### src/hdl/sct_pkg.sv
// ----------------------------------------------------------------------------
// sct_pkg
// Shared widths, codes and types of the crossover position tracker.
// ----------------------------------------------------------------------------
package sct_pkg;

	localparam int PRICE_W  = 32;
	localparam int TIME_W   = 48;
	localparam int PROFIT_W = 33;
	localparam int TOTAL_W  = 48;
	localparam int FRAC_W   = 16;
	localparam int HOLD_W   = 32;
	localparam int COUNT_W  = 32;
	localparam int EVENT_W  = 3;
	localparam int POS_W    = 2;
	localparam int REL_W    = 2;

	localparam int IN_TDATA_W  = 144;
	localparam int OUT_TDATA_W = 152;
	localparam int OUT_TUSER_W = EVENT_W;
	localparam int OUT_PAD_W   = OUT_TDATA_W - (PRICE_W + PROFIT_W + TOTAL_W + POS_W + COUNT_W);

	localparam int CFG_IDX_W  = 2;
	localparam int CFG_DATA_W = 32;

	localparam int LONG_WIN_DEF  = 32;
	localparam int SHORT_WIN_DEF = 8;

	localparam int QUEUE_DEPTH = 2;
	localparam int QPTR_W      = $clog2(QUEUE_DEPTH);
	localparam int QCNT_W      = $clog2(QUEUE_DEPTH + 1);

	localparam logic [EVENT_W-1:0] EV_NONE        = 3'd0;
	localparam logic [EVENT_W-1:0] EV_ENTER_LONG  = 3'd1;
	localparam logic [EVENT_W-1:0] EV_ENTER_SHORT = 3'd2;
	localparam logic [EVENT_W-1:0] EV_EXIT_LONG   = 3'd3;
	localparam logic [EVENT_W-1:0] EV_EXIT_SHORT  = 3'd4;

	localparam logic [POS_W-1:0] POS_FLAT  = 2'd0;
	localparam logic [POS_W-1:0] POS_LONG  = 2'd1;
	localparam logic [POS_W-1:0] POS_SHORT = 2'd2;

	localparam logic [REL_W-1:0] REL_LESS    = 2'd0;
	localparam logic [REL_W-1:0] REL_EQUAL   = 2'd1;
	localparam logic [REL_W-1:0] REL_GREATER = 2'd2;

	localparam logic [CFG_IDX_W-1:0] CFG_STOP_LOSS   = 2'd0;
	localparam logic [CFG_IDX_W-1:0] CFG_TRAIL_KEEP  = 2'd1;
	localparam logic [CFG_IDX_W-1:0] CFG_TAKE_PROFIT = 2'd2;
	localparam logic [CFG_IDX_W-1:0] CFG_MIN_HOLD    = 2'd3;

	localparam logic [FRAC_W-1:0] STOP_LOSS_RST   = 16'd655;
	localparam logic [FRAC_W-1:0] TRAIL_KEEP_RST  = 16'd58982;
	localparam logic [FRAC_W-1:0] TAKE_PROFIT_RST = 16'd131;
	localparam logic [HOLD_W-1:0] MIN_HOLD_RST    = 32'd10;

	localparam logic signed [TOTAL_W-1:0] TOTAL_MAX = {1'b0, {(TOTAL_W-1){1'b1}}};
	localparam logic signed [TOTAL_W-1:0] TOTAL_MIN = {1'b1, {(TOTAL_W-1){1'b0}}};

	typedef struct packed {
		logic [REL_W-1:0]   rel;
		logic               full;
		logic [PRICE_W-1:0] bid;
		logic [PRICE_W-1:0] ask;
		logic [TIME_W-1:0]  tick_time;
	} sct_item_t;

	typedef struct packed {
		logic [FRAC_W-1:0] stop_loss_fraction;
		logic [FRAC_W-1:0] trail_keep_fraction;
		logic [FRAC_W-1:0] take_profit_fraction;
		logic [HOLD_W-1:0] min_hold_time;
	} sct_cfg_t;

endpackage

### src/hdl/sct_queue.sv
// ----------------------------------------------------------------------------
// sct_queue
// Short queue of classified ticks between the window and the position logic.
// ----------------------------------------------------------------------------
module sct_queue (
	input  logic               clk,
	input  logic               arst_n,
	input  logic               push_valid,
	output logic               push_ready,
	input  sct_pkg::sct_item_t push_item,
	output logic               pop_valid,
	input  logic               pop_ready,
	output sct_pkg::sct_item_t pop_item
);
	import sct_pkg::*;

	sct_item_t         entry_q [QUEUE_DEPTH];
	logic [QPTR_W-1:0] wr_ptr_q;
	logic [QPTR_W-1:0] rd_ptr_q;
	logic [QCNT_W-1:0] count_q;
	logic              push;
	logic              pop;

	assign push_ready = (count_q != QCNT_W'(QUEUE_DEPTH));
	assign pop_valid  = (count_q != '0);
	assign push       = push_valid && push_ready;
	assign pop        = pop_valid && pop_ready;
	assign pop_item   = entry_q[rd_ptr_q];

	always_ff @(posedge clk) begin
		if (push) begin
			entry_q[wr_ptr_q] <= push_item;
		end
	end

	always_ff @(posedge clk or negedge arst_n) begin
		if (!arst_n) begin
			wr_ptr_q <= '0;
			rd_ptr_q <= '0;
			count_q  <= '0;
		end else begin
			if (push) begin
				wr_ptr_q <= (wr_ptr_q == QPTR_W'(QUEUE_DEPTH - 1)) ? '0 : wr_ptr_q + 1'b1;
			end
			if (pop) begin
				rd_ptr_q <= (rd_ptr_q == QPTR_W'(QUEUE_DEPTH - 1)) ? '0 : rd_ptr_q + 1'b1;
			end
			if (push && !pop) begin
				count_q <= count_q + 1'b1;
			end else if (pop && !push) begin
				count_q <= count_q - 1'b1;
			end
		end
	end

endmodule

### config.mk
export PLATFORM = sky130hd
export DESIGN_NAME = sct_queue
export DESIGN_NICKNAME = d
export VERILOG_FILES = /design/src/hdl/sct_pkg.sv /design/src/hdl/sct_queue.sv
export SDC_FILE = /design/constraint.sdc
export NUM_CORES = 1
export LEC_CHECK = 0
export BUFFER_PORTS_ARGS = -buffer_cell sky130_fd_sc_hd__buf_2
export CORE_UTILIZATION = 54
export CTS_BUF_LIST = sky130_fd_sc_hd__clkbuf_2
export CTS_CLUSTER_SIZE = 25
export DETAILED_ROUTE_END_ITERATION = 8
export GPL_ROUTABILITY_DRIVEN = 0
export PLACE_DENSITY = 0.8
export SLEW_MARGIN = 10
export SYNTH_ARGS = -nofsm -noshare
export SYNTH_HDL_FRONTEND = slang
export SYNTH_SLANG_ARGS = --single-unit
### constraint.sdc
create_clock -name clk -period 7 [get_ports clk]
set_input_delay 0.35 -clock clk [delete_from_list [all_inputs] [get_ports clk]]
set_output_delay 0.35 -clock clk [all_outputs]
set_load 0.005 [all_outputs]
==> reports/results.ini <==
[global_routing]
grt_first_pass_wirelength_mm=27.8
grt_overflow_total=0
first_global_vias=5521
track_usage_pct=22.5
grt_max_degree=73
antenna_found_initial=0

[power_and_ir_drop]
p_sw_share_pct=29.5
seq_power_share_pct=49.9
irDropWorstVdd_mv=0.222
power_density_nw_per_um2=354
finalPower_mw=4.14
p_leak_nw=4.68
power.share.clock_pct=19.9
comb_power_share_pct=30.1
p_int_mw=2.92
p_sw_mw=1.22

[routing]
vias=5065
wl_per_cell_um=18.1
drtPass1Iterations=4
drtIter0Drc=210
via_per_inst=4.93
met3_length_mm=1.62
routed.top_layer=met4
antenna_left=0
wl_met1_mm=6.97
met2_wirelength_mm=9.60
drc=0
wl_mm=18.6

[synth]
synth_area_sq_um=8650
synth_area_leaders=edfxtp_1 80%, mux2_2 9.8%, mux2_4 6.9%, dfrtp_1 1.2%, buf_6 0.78%
ys.warnings.count=0
ys_seq_area_share_pct=81.0
syn-num-nets=496
syn_inst=376
synth-seq-cells=234
synth_cell_types=15
avgSynthCellArea_sq_um=23.0
yosys.area.top_type_share_pct=79.9
yosysTopAreaCell=edfxtp_1

[clock_tree]
clock-sinks=234
cts_resized=0
insertion_delay_ns=0.78
cts_buffer_depth=3
cts_setup_buffers=0
cts-root-buf=clkbuf_2
clk_pin_slew_ns=0.12
cts_hold_buf=119
htreeDepth=2
numCtsBuffers=55
cts_tree=built

[critical_path]
crit_fanout=68
crit_arrival_ns=3.16
cp.required_ns=6.65
start_kind=flip-flop
worst_setup_path_end_kind=primary output
crit_type=flip-flop to primary output

[floorplanning]
core-area_sq_um=15400
ios=236
die_width_um=129
rows=45
die_y_um=129
fp.dieArea_sq_um=16500
start_util_pct=56.1

[placed_design]
dp_hpwl_mm=10.2
dp.cells=813
dp_slack_ns=4.24
io_buffers=235
dpl_cell_area_sq_um=10000

[sta]
grt_setup_unrepaired=no
worst_pin_slew_ns=1.00
hold_slack_ns=0.297
fin_crit_ns=3.51
hold_violations=0
skew_ns=0.0431
setup_viol_count_final=0
timing.fmax_ghz=0.285
slew_violations=0
fin_tns_setup_ns=0
layout_setup_ws_ns=3.49
slew_headroom_pct=33.3
min_period_over_period_pct=50.2

[finish]
layout_common_cells=235 x buf_2, 230 x edfxtp_1, 119 x dlygate4sd3_1
area_growth_pct=35.2
regArea_sq_um=7010
finalNonFillerCells=1028
nets=898
final_common_cell=buf_2
final_area_sq_um=11700
num_antenna_cells=0
fin_util_pct=75.8
multi_input_area_sq_um=1550
fillers=893
drive_above_1_share_pct=54.7

[flow_run]
cap_violations=0

[worst_hold_path]
hp-class=input port to flip-flop

[run_status]
status=complete, no violations

==> state kept, by name, indices dropped and copies added (netlist names) <==
register  cells
count_q       2
entry_q     230
rd_ptr_q      1
wr_ptr_q      1
==> per-layer routing <==
layer / GRT usage [%] / up-vias
met3: 7.53 / 33
met5: 0 / -
li1: - / 2330
met1: 24.7 / 2423
met2: 40.3 / 279
met4: 8.93 / 0
==> logic make-up (layout without fill, tap and decap cells) <==
family | Yosys count | after routing | share of synthesized area [%]
fa+ha+maj | 1 | 1 | 0.145
flops | 234 | 234 | 81.0
simple gates | 7 | 7 | 0.391
mux | 115 | 115 | 16.7
xor+xnor | 5 | 5 | 0.506
buf+inv | 14 | 455 | 1.23
==> critical path, stage by stage, from the launching register on <==
cell	delay, ns
dfrtp_4	0.95
buf_4	0.88
mux2_2	0.44
buf_2	0.13
==> power groups by stage <==
stage	clock network, mW	registers, mW	logic (mW)
6_report	0.825	2.07	1.25
5_1_grt	0.921	2.10	1.33
4_1_cts	0.843	2.06	1.24
3_5_place_dp	0	2.10	1.18
3_3_place_gp	0	2.08	1.16
2_1_floorplan	0	2.04	0.808
==> synth_stat cells, drive strengths merged <==
master,count
mux2,115
xor2,2
nor2,2
inv,1
ha,1
buf,13
nand2,2
dfrtp,4
edfxtp,230
and3,1
nand2b,1
or2,1
xnor2,3
==> layout make-up <==
type | count | share of cell area, %
Clock buffer | 88 | 3.77
Clock inverter | 8 | 0.267
Inverter | 1 | 0.0321
Multi-Input combinational cell | 128 | 13.2
Sequential cell | 234 | 59.9
Tap cell | 211 | 2.26
Timing Repair Buffer | 358 | 20.5
==> worst paths after layout <==
kind	startpoint	to	slack [ns]	depth (start not counted)
worst max-delay path	rd_ptr_q	pop_item[11]	3.49	3
min in group asynchronous	arst_n	count_q[0]	0.52	3
worst min-delay path	push_item[111]	entry_q[0][111]	0.30	2
worst max register to register	count_q[0]	entry_q[1][46]	4.42	3
max in group asynchronous	arst_n	rd_ptr_q	6.27	3
worst min register to register	count_q[1]	count_q[1]	0.51	1
Power figures use the tool's default switching activity.
