$ cat src/hdl/sct_pkg.sv
// ----------------------------------------------------------------------------
// sct_pkg
// Shared widths, codes and types of the crossover position tracker.
// ----------------------------------------------------------------------------
package sct_pkg;

	localparam int PRICE_W  = 32;
	localparam int TIME_W   = 48;
	localparam int PROFIT_W = 33;
	localparam int TOTAL_W  = 48;
	localparam int FRAC_W   = 16;
	localparam int HOLD_W   = 32;
	localparam int COUNT_W  = 32;
	localparam int EVENT_W  = 3;
	localparam int POS_W    = 2;
	localparam int REL_W    = 2;

	localparam int IN_TDATA_W  = 144;
	localparam int OUT_TDATA_W = 152;
	localparam int OUT_TUSER_W = EVENT_W;
	localparam int OUT_PAD_W   = OUT_TDATA_W - (PRICE_W + PROFIT_W + TOTAL_W + POS_W + COUNT_W);

	localparam int CFG_IDX_W  = 2;
	localparam int CFG_DATA_W = 32;

	localparam int LONG_WIN_DEF  = 32;
	localparam int SHORT_WIN_DEF = 8;

	localparam int QUEUE_DEPTH = 2;
	localparam int QPTR_W      = $clog2(QUEUE_DEPTH);
	localparam int QCNT_W      = $clog2(QUEUE_DEPTH + 1);

	localparam logic [EVENT_W-1:0] EV_NONE        = 3'd0;
	localparam logic [EVENT_W-1:0] EV_ENTER_LONG  = 3'd1;
	localparam logic [EVENT_W-1:0] EV_ENTER_SHORT = 3'd2;
	localparam logic [EVENT_W-1:0] EV_EXIT_LONG   = 3'd3;
	localparam logic [EVENT_W-1:0] EV_EXIT_SHORT  = 3'd4;

	localparam logic [POS_W-1:0] POS_FLAT  = 2'd0;
	localparam logic [POS_W-1:0] POS_LONG  = 2'd1;
	localparam logic [POS_W-1:0] POS_SHORT = 2'd2;

	localparam logic [REL_W-1:0] REL_LESS    = 2'd0;
	localparam logic [REL_W-1:0] REL_EQUAL   = 2'd1;
	localparam logic [REL_W-1:0] REL_GREATER = 2'd2;

	localparam logic [CFG_IDX_W-1:0] CFG_STOP_LOSS   = 2'd0;
	localparam logic [CFG_IDX_W-1:0] CFG_TRAIL_KEEP  = 2'd1;
	localparam logic [CFG_IDX_W-1:0] CFG_TAKE_PROFIT = 2'd2;
	localparam logic [CFG_IDX_W-1:0] CFG_MIN_HOLD    = 2'd3;

	localparam logic [FRAC_W-1:0] STOP_LOSS_RST   = 16'd655;
	localparam logic [FRAC_W-1:0] TRAIL_KEEP_RST  = 16'd58982;
	localparam logic [FRAC_W-1:0] TAKE_PROFIT_RST = 16'd131;
	localparam logic [HOLD_W-1:0] MIN_HOLD_RST    = 32'd10;

	localparam logic signed [TOTAL_W-1:0] TOTAL_MAX = {1'b0, {(TOTAL_W-1){1'b1}}};
	localparam logic signed [TOTAL_W-1:0] TOTAL_MIN = {1'b1, {(TOTAL_W-1){1'b0}}};

	typedef struct packed {
		logic [REL_W-1:0]   rel;
		logic               full;
		logic [PRICE_W-1:0] bid;
		logic [PRICE_W-1:0] ask;
		logic [TIME_W-1:0]  tick_time;
	} sct_item_t;

	typedef struct packed {
		logic [FRAC_W-1:0] stop_loss_fraction;
		logic [FRAC_W-1:0] trail_keep_fraction;
		logic [FRAC_W-1:0] take_profit_fraction;
		logic [HOLD_W-1:0] min_hold_time;
	} sct_cfg_t;

endpackage

$ cat src/hdl/sct_front.sv
// ----------------------------------------------------------------------------
// sct_front
// Price window with running long and short sums, and the trend comparison.
// ----------------------------------------------------------------------------
module sct_front #(
	parameter int LONG_WIN  = sct_pkg::LONG_WIN_DEF,
	parameter int SHORT_WIN = sct_pkg::SHORT_WIN_DEF
) (
	input  logic                           clk,
	input  logic                           arst_n,
	input  logic                           in_valid,
	output logic                           in_ready,
	input  logic [sct_pkg::IN_TDATA_W-1:0] in_data,
	output logic                           push_valid,
	input  logic                           push_ready,
	output sct_pkg::sct_item_t             push_item
);
	import sct_pkg::*;

	localparam int SHORT_N = (SHORT_WIN > LONG_WIN) ? LONG_WIN : SHORT_WIN;
	localparam int AW      = $clog2(LONG_WIN);
	localparam int CW      = $clog2(LONG_WIN + 1);
	localparam int LS_W    = PRICE_W + $clog2(LONG_WIN + 1);
	localparam int SS_W    = PRICE_W + $clog2(SHORT_N + 1);
	localparam int CMP_W   = LS_W + SS_W;

	logic [PRICE_W-1:0] win_mem [LONG_WIN];
	logic [PRICE_W-1:0] rd_long_q;
	logic [PRICE_W-1:0] rd_short_q;
	logic [AW-1:0]      wslot_q;
	logic [CW-1:0]      fill_q;
	logic [LS_W-1:0]    long_sum_q;
	logic [SS_W-1:0]    short_sum_q;

	logic               valid_s1;
	logic               full_s1;
	logic [PRICE_W-1:0] bid_s1;
	logic [PRICE_W-1:0] ask_s1;
	logic [TIME_W-1:0]  time_s1;

	logic               accept;
	logic [PRICE_W-1:0] avg;
	logic [AW-1:0]      wslot_nx;
	logic [AW-1:0]      short_addr;
	logic [PRICE_W-1:0] long_drop;
	logic [PRICE_W-1:0] short_drop;
	logic [LS_W-1:0]    long_nx;
	logic [SS_W-1:0]    short_nx;
	logic [CW-1:0]      fill_nx;
	logic [CMP_W-1:0]   lhs;
	logic [CMP_W-1:0]   rhs;

	assign in_ready   = !valid_s1 || push_ready;
	assign accept     = in_valid && in_ready;
	assign push_valid = valid_s1;
	assign avg        = in_data[PRICE_W-1:0];

	always_comb begin
		wslot_nx = (wslot_q == AW'(LONG_WIN - 1)) ? '0 : wslot_q + 1'b1;
		if (wslot_nx >= AW'(SHORT_N)) begin
			short_addr = wslot_nx - AW'(SHORT_N);
		end else begin
			short_addr = wslot_nx + AW'(LONG_WIN - SHORT_N);
		end
		long_drop  = (fill_q >= CW'(LONG_WIN)) ? rd_long_q : '0;
		short_drop = (fill_q >= CW'(SHORT_N)) ? rd_short_q : '0;
		long_nx    = long_sum_q + LS_W'(avg) - LS_W'(long_drop);
		if (SHORT_N == 1) begin
			short_nx = SS_W'(avg);
		end else begin
			short_nx = short_sum_q + SS_W'(avg) - SS_W'(short_drop);
		end
		fill_nx = (fill_q == CW'(LONG_WIN)) ? fill_q : fill_q + 1'b1;
	end

	// The window is read one beat ahead: the slots that the next beat drops.
	always_ff @(posedge clk) begin
		if (accept) begin
			win_mem[wslot_q] <= avg;
			rd_long_q        <= win_mem[wslot_nx];
			rd_short_q       <= win_mem[short_addr];
		end
	end

	always_ff @(posedge clk or negedge arst_n) begin
		if (!arst_n) begin
			wslot_q     <= '0;
			fill_q      <= '0;
			long_sum_q  <= '0;
			short_sum_q <= '0;
			valid_s1    <= 1'b0;
		end else begin
			if (accept) begin
				wslot_q     <= wslot_nx;
				fill_q      <= fill_nx;
				long_sum_q  <= long_nx;
				short_sum_q <= short_nx;
				valid_s1    <= 1'b1;
			end else if (push_ready) begin
				valid_s1 <= 1'b0;
			end
		end
	end

	always_ff @(posedge clk) begin
		if (accept) begin
			full_s1 <= (fill_nx == CW'(LONG_WIN));
			bid_s1  <= in_data[2*PRICE_W-1:PRICE_W];
			ask_s1  <= in_data[3*PRICE_W-1:2*PRICE_W];
			time_s1 <= in_data[3*PRICE_W+TIME_W-1:3*PRICE_W];
		end
	end

	always_comb begin
		lhs = CMP_W'(short_sum_q) * CMP_W'(LONG_WIN);
		rhs = CMP_W'(long_sum_q) * CMP_W'(SHORT_N);
		push_item.full      = full_s1;
		push_item.bid       = bid_s1;
		push_item.ask       = ask_s1;
		push_item.tick_time = time_s1;
		if (lhs < rhs) begin
			push_item.rel = REL_LESS;
		end else if (lhs > rhs) begin
			push_item.rel = REL_GREATER;
		end else begin
			push_item.rel = REL_EQUAL;
		end
	end

endmodule

$ cat config.mk
export PLATFORM = sky130hd
export DESIGN_NAME = sct_front
export DESIGN_NICKNAME = d
export VERILOG_FILES = /design/src/hdl/sct_pkg.sv /design/src/hdl/sct_front.sv
export SDC_FILE = /design/constraint.sdc
export NUM_CORES = 2
export LEC_CHECK = 0
export BUFFER_PORTS_ARGS = -buffer_cell sky130_fd_sc_hd__buf_2
export CAP_MARGIN = 20
export CORE_UTILIZATION = 35
export DETAILED_ROUTE_END_ITERATION = 10
export MAX_ROUTING_LAYER = met4
export PLACE_DENSITY_LB_ADDON = 0.3
export SLEW_MARGIN = 20
export SYNTH_ARGS = -nofsm -noshare
export SYNTH_HDL_FRONTEND = slang
export SYNTH_SLANG_ARGS = --single-unit
$ cat constraint.sdc
create_clock -name clk -period 8 [get_ports clk]
set_input_delay 0.4 -clock clk [delete_from_list [all_inputs] [get_ports clk]]
set_output_delay 0.4 -clock clk [all_outputs]
set_load 0.005 [all_outputs]
==> results by group <==
Run status
  • Status: finished, final reports clean

Synthesis
  • Mux cell area share after synthesis: 0.1526
  • Commonest cells in the netlist: 1201 x edfxtp_1, 320 x mux4_2, 313 x inv_1, 132 x mux2i_1, 132 x nand2_1
  • Most common cell in the netlist: edfxtp_1
  • Avg Inst Size Synth: 17.63 sq um
  • Ranking of synthesized cells by area: edfxtp_1 65%, mux4_2 13%, dfrtp_1 3.9%
  • Post-synthesis sequential area ratio: 0.6837
  • Post-synthesis simple-gate area fraction: 0.03718
  • Yosys cell types: 69
  • Xor/xnor share of the synthesized area: 0.009088
  • Largest family of logic cells by synthesized area: multiplexers
  • Synth Flop Type: edfxtp_1
  • Yosys top cell by area: edfxtp_1
  • Post-Synthesis Cell Area: 55900 sq um
  • Syn Nets: 3499
  • Mapped Cells: 3170
  • Number of flops mapped to enable cells by yosys: 1201
  • Synth Area in Adders: 0.04911
  • Compound-Gate Fraction of Synth Area: 0.03756
  • Post-synth top area share: 0.6452
  • Asr flop ratio synth: 0.06682
  • Ys Warns: 0
  • Count of state elements after synthesis: 1287

Pwr
  • PwrDens: 396.0 nW/um^2
  • Post-route total power: 0.02611 W
  • Pleak: 23.50 nW
  • Switch Pwr: 0.009309 W
  • Sw frac: 0.3565
  • Worst VDD drop: 0.4403 mV
  • Combinational power share: 0.422
  • Internal power: 0.01680 W
  • Clk pwr share: 0.254
  • Sequential group share of total power: 0.325

Drt
  • Vias per cell: 5.171
  • Drt pass-1 iters: 5
  • WL per Instance: 24.40 microns
  • Routed Wire Length: 141600 microns
  • Via count: 30000
  • Initial DRC Count: 2539
  • DRC violations left: 0
  • Routed Antenna Nets: 0

STA
  • Final setup viols: 0
  • Slew HR: 0.2653
  • Achievable frequency: 222.8 MHz
  • Unrepaired setup endpoints after global routing: false
  • Max-slew violations: 0
  • Fin crit period: 4.487 ns
  • Setup Skew: 0.02781 ns
  • Sum Neg Setup Slack: 0 ns
  • Final period util: 0.5609
  • Final hold violations: 0
  • Slew @ Worst Pin: 1.099 ns

GRT
  • Vias in the first global route: 30930
  • First-pass GRT wire length: 209200 microns
  • Global route overflow: 0
  • Largest net degree at the start of global routing: 100
  • Total track usage: 0.1813
  • Antenna violations before repair: 4

CTS
  • Clk_lat worst skew: 0.77 ns
  • Clock buffer depth: 3
  • CTS sink count: 1287
  • Clock-pin slew on the worst setup and hold paths: 0.06 ns
  • CTS H-tree depth: 4
  • CTS Buf Count: 142
  • CTS tree: done
  • Post-CTS sizing: 0
  • Clk root buf: clkbuf_16

Floorplan
  • Core Box Area: 158400 sq um
  • # IOs: 265
  • Die Wd: 401.6 microns
  • Std cell rows: 146
  • Starting Density: 0.3529
  • Full die area: 161300 sq um
  • Die height: 401.6 microns

Hold path
  • WHS Path Cells: 1
  • Hold crit path type: in2reg

Worst setup path
  • CP arrival: 4.09 ns
  • Reg2Reg Depth: 16
  • Worst path required time: 7.60 ns
  • Cell mode on critical path: a221oi_1
  • Startpoint types: flop
  • Cells along the critical path: inv_1 -> ha_1 -> a21oi_1 -> nor2b_1 -> o21ai_0 -> nand2_1 -> a221oi_1 -> o211ai_1 -> a221o_1 -> a221oi_1 -> nor2_1 -> buf_2
  • Crit path kind: reg2out
  • Crit-path max FO: 2
  • Cell family with most CP delay: compound AO/OA/AOI/OAI gates
  • WP depth: 12
  • Slowest cell on the critical path: a221oi_1
  • Worst setup EP type: output pin
  • Max stage delay on crit path: 0.82 ns
  • Crit path buf inv count: 2

Layout
  • Ant. Diodes: 0
  • Nets: 3943
  • Area growth from synthesis to layout: 17.95%
  • Layout cell share with drive strength beyond 1: 0.2397
  • Fillcell total: 14100

Placement
  • Gpl congestion: 0.8656
  • PortBufs: 264
  • Hpwl dp: 85860 microns

Job
  • Max_cap viols: 0
## worst register-to-register path: stages, from the launching register on
cell and delay, ns:
dfrtp_1 0.48, nor3_2 0.20, buf_4 0.45, nor2b_1 0.13, ha_1 0.30, inv_1 0.04
ha_1 0.22, fa_1 0.50, a211oi_2 0.23, nor2_1 0.09, o31a_1 0.34, a311o_1 0.47
a21oi_2 0.22, o21ai_2 0.14, a41oi_2 0.24, mux2i_1 0.21, nand3_1 0.08
## cell families (layout without fill, tap and decap cells)
logic type,Yosys count,after routing
AO/OA/AOI/OAI,326,326
XOR/XNOR,58,58
adder cells (fa/ha/maj),181,181
buffers and inverters,446,1006
flip-flops,1287,1287
multiplexers,452,452
AND/OR/NAND/NOR,420,420
## registers in the layout, indices dropped and copies added, names as in the netlist
register	flops
win_mem	1024
time_s1	48
long_sum_q	38
short_sum_q	36
ask_s1	32
bid_s1	32
rd_long_q	32
rd_short_q	32
fill_q	6
wslot_q	5
full_s1	1
push_valid	1
## per-stage QoR
step	setup WS (ns)	hold slack [ns]	area (sq um)	instances	util
floorplan	1.231	0.1044	55900	3170	-
global placement	3.634	0.3490	60040	5426	0.3791
detailed placement	3.568	0.3539	60060	5427	0.3792
CTS	3.517	0.07947	65930	5802	0.4163
global route	3.241	0.1259	65930	5802	0.4163
finish	3.513	0.1325	65930	5802	0.4163
## cell type report
cell class	instances	area (sq um)	share of cell area
multi-input combinational	1437	16260	0.2466
timing repair buffer	433	2963	0.04494
clock inverter	86	967.2	0.01467
tap	2072	2592	0.03932
inverter	313	1182	0.01793
clock buffer	174	3747	0.05684
sequential	1287	38220	0.5797
## routing by layer
| layer | vias up | wire (microns) | part of all wire | GRT usage |
|---|---|---|---|---|
| met5 | - | 0 | 0 | - |
| met4 | 0 | 3650 | 0.026 | 0.05176 |
| met3 | 203 | 7768 | 0.055 | 0.03418 |
| met2 | 941 | 67780 | 0.48 | 0.2847 |
| met1 | 15690 | 62390 | 0.44 | 0.2405 |
| li1 | 13170 | - | - | - |
## path summary, 6_finish.rpt
kind / startpoint / to / slack (ns)
max: long_sum_q[3] / push_item[114] / 3.51
min: in_data[11] / win_mem[6][11] / 0.13
max reg2reg: fill_q[3] / short_sum_q[32] / 3.53
min reg2reg: long_sum_q[10] / long_sum_q[10] / 0.48
max in group asynchronous: arst_n / short_sum_q[0] / 6.51
min in group asynchronous: arst_n / long_sum_q[34] / 0.18
## layout by cell type, fill, tap and decap left out, types with 61 or more instances in the layout
| cell | netlist | layout |
|---|---|---|
| edfxtp_1 | 1201 | 1201 |
| mux4_2 | 320 | 320 |
| inv_1 | 313 | 312 |
| buf_2 | 28 | 263 |
| clkbuf_16 | 0 | 145 |
| mux2i_1 | 132 | 132 |
| nand2_1 | 132 | 131 |
| ha_1 | 117 | 115 |
| dlygate4sd3_1 | 0 | 115 |
| dfrtp_1 | 86 | 86 |
| a21oi_1 | 71 | 71 |
| o21ai_0 | 66 | 66 |
| fa_1 | 64 | 64 |
| a21o_1 | 61 | 61 |
## power by group through the flow
stage	Combinational, W	Sequential (W)	Clock [W]
floorplan	0.00814	0.00846	0
global placement	0.0109	0.00860	0
CTS	0.0111	0.00848	0.00677
global route	0.0121	0.00853	0.00701
finish	0.0110	0.00847	0.00662
detailed placement	0.0109	0.00861	0
## what timing repair did
action / in CTS / in global routing
setup endpoints to repair: 0 / 0
setup buffers: 0 / 0
endpoints found under the hold margin: 137 / 0
hold buffers: 115 / 0
Power figures use the tool's default switching activity.
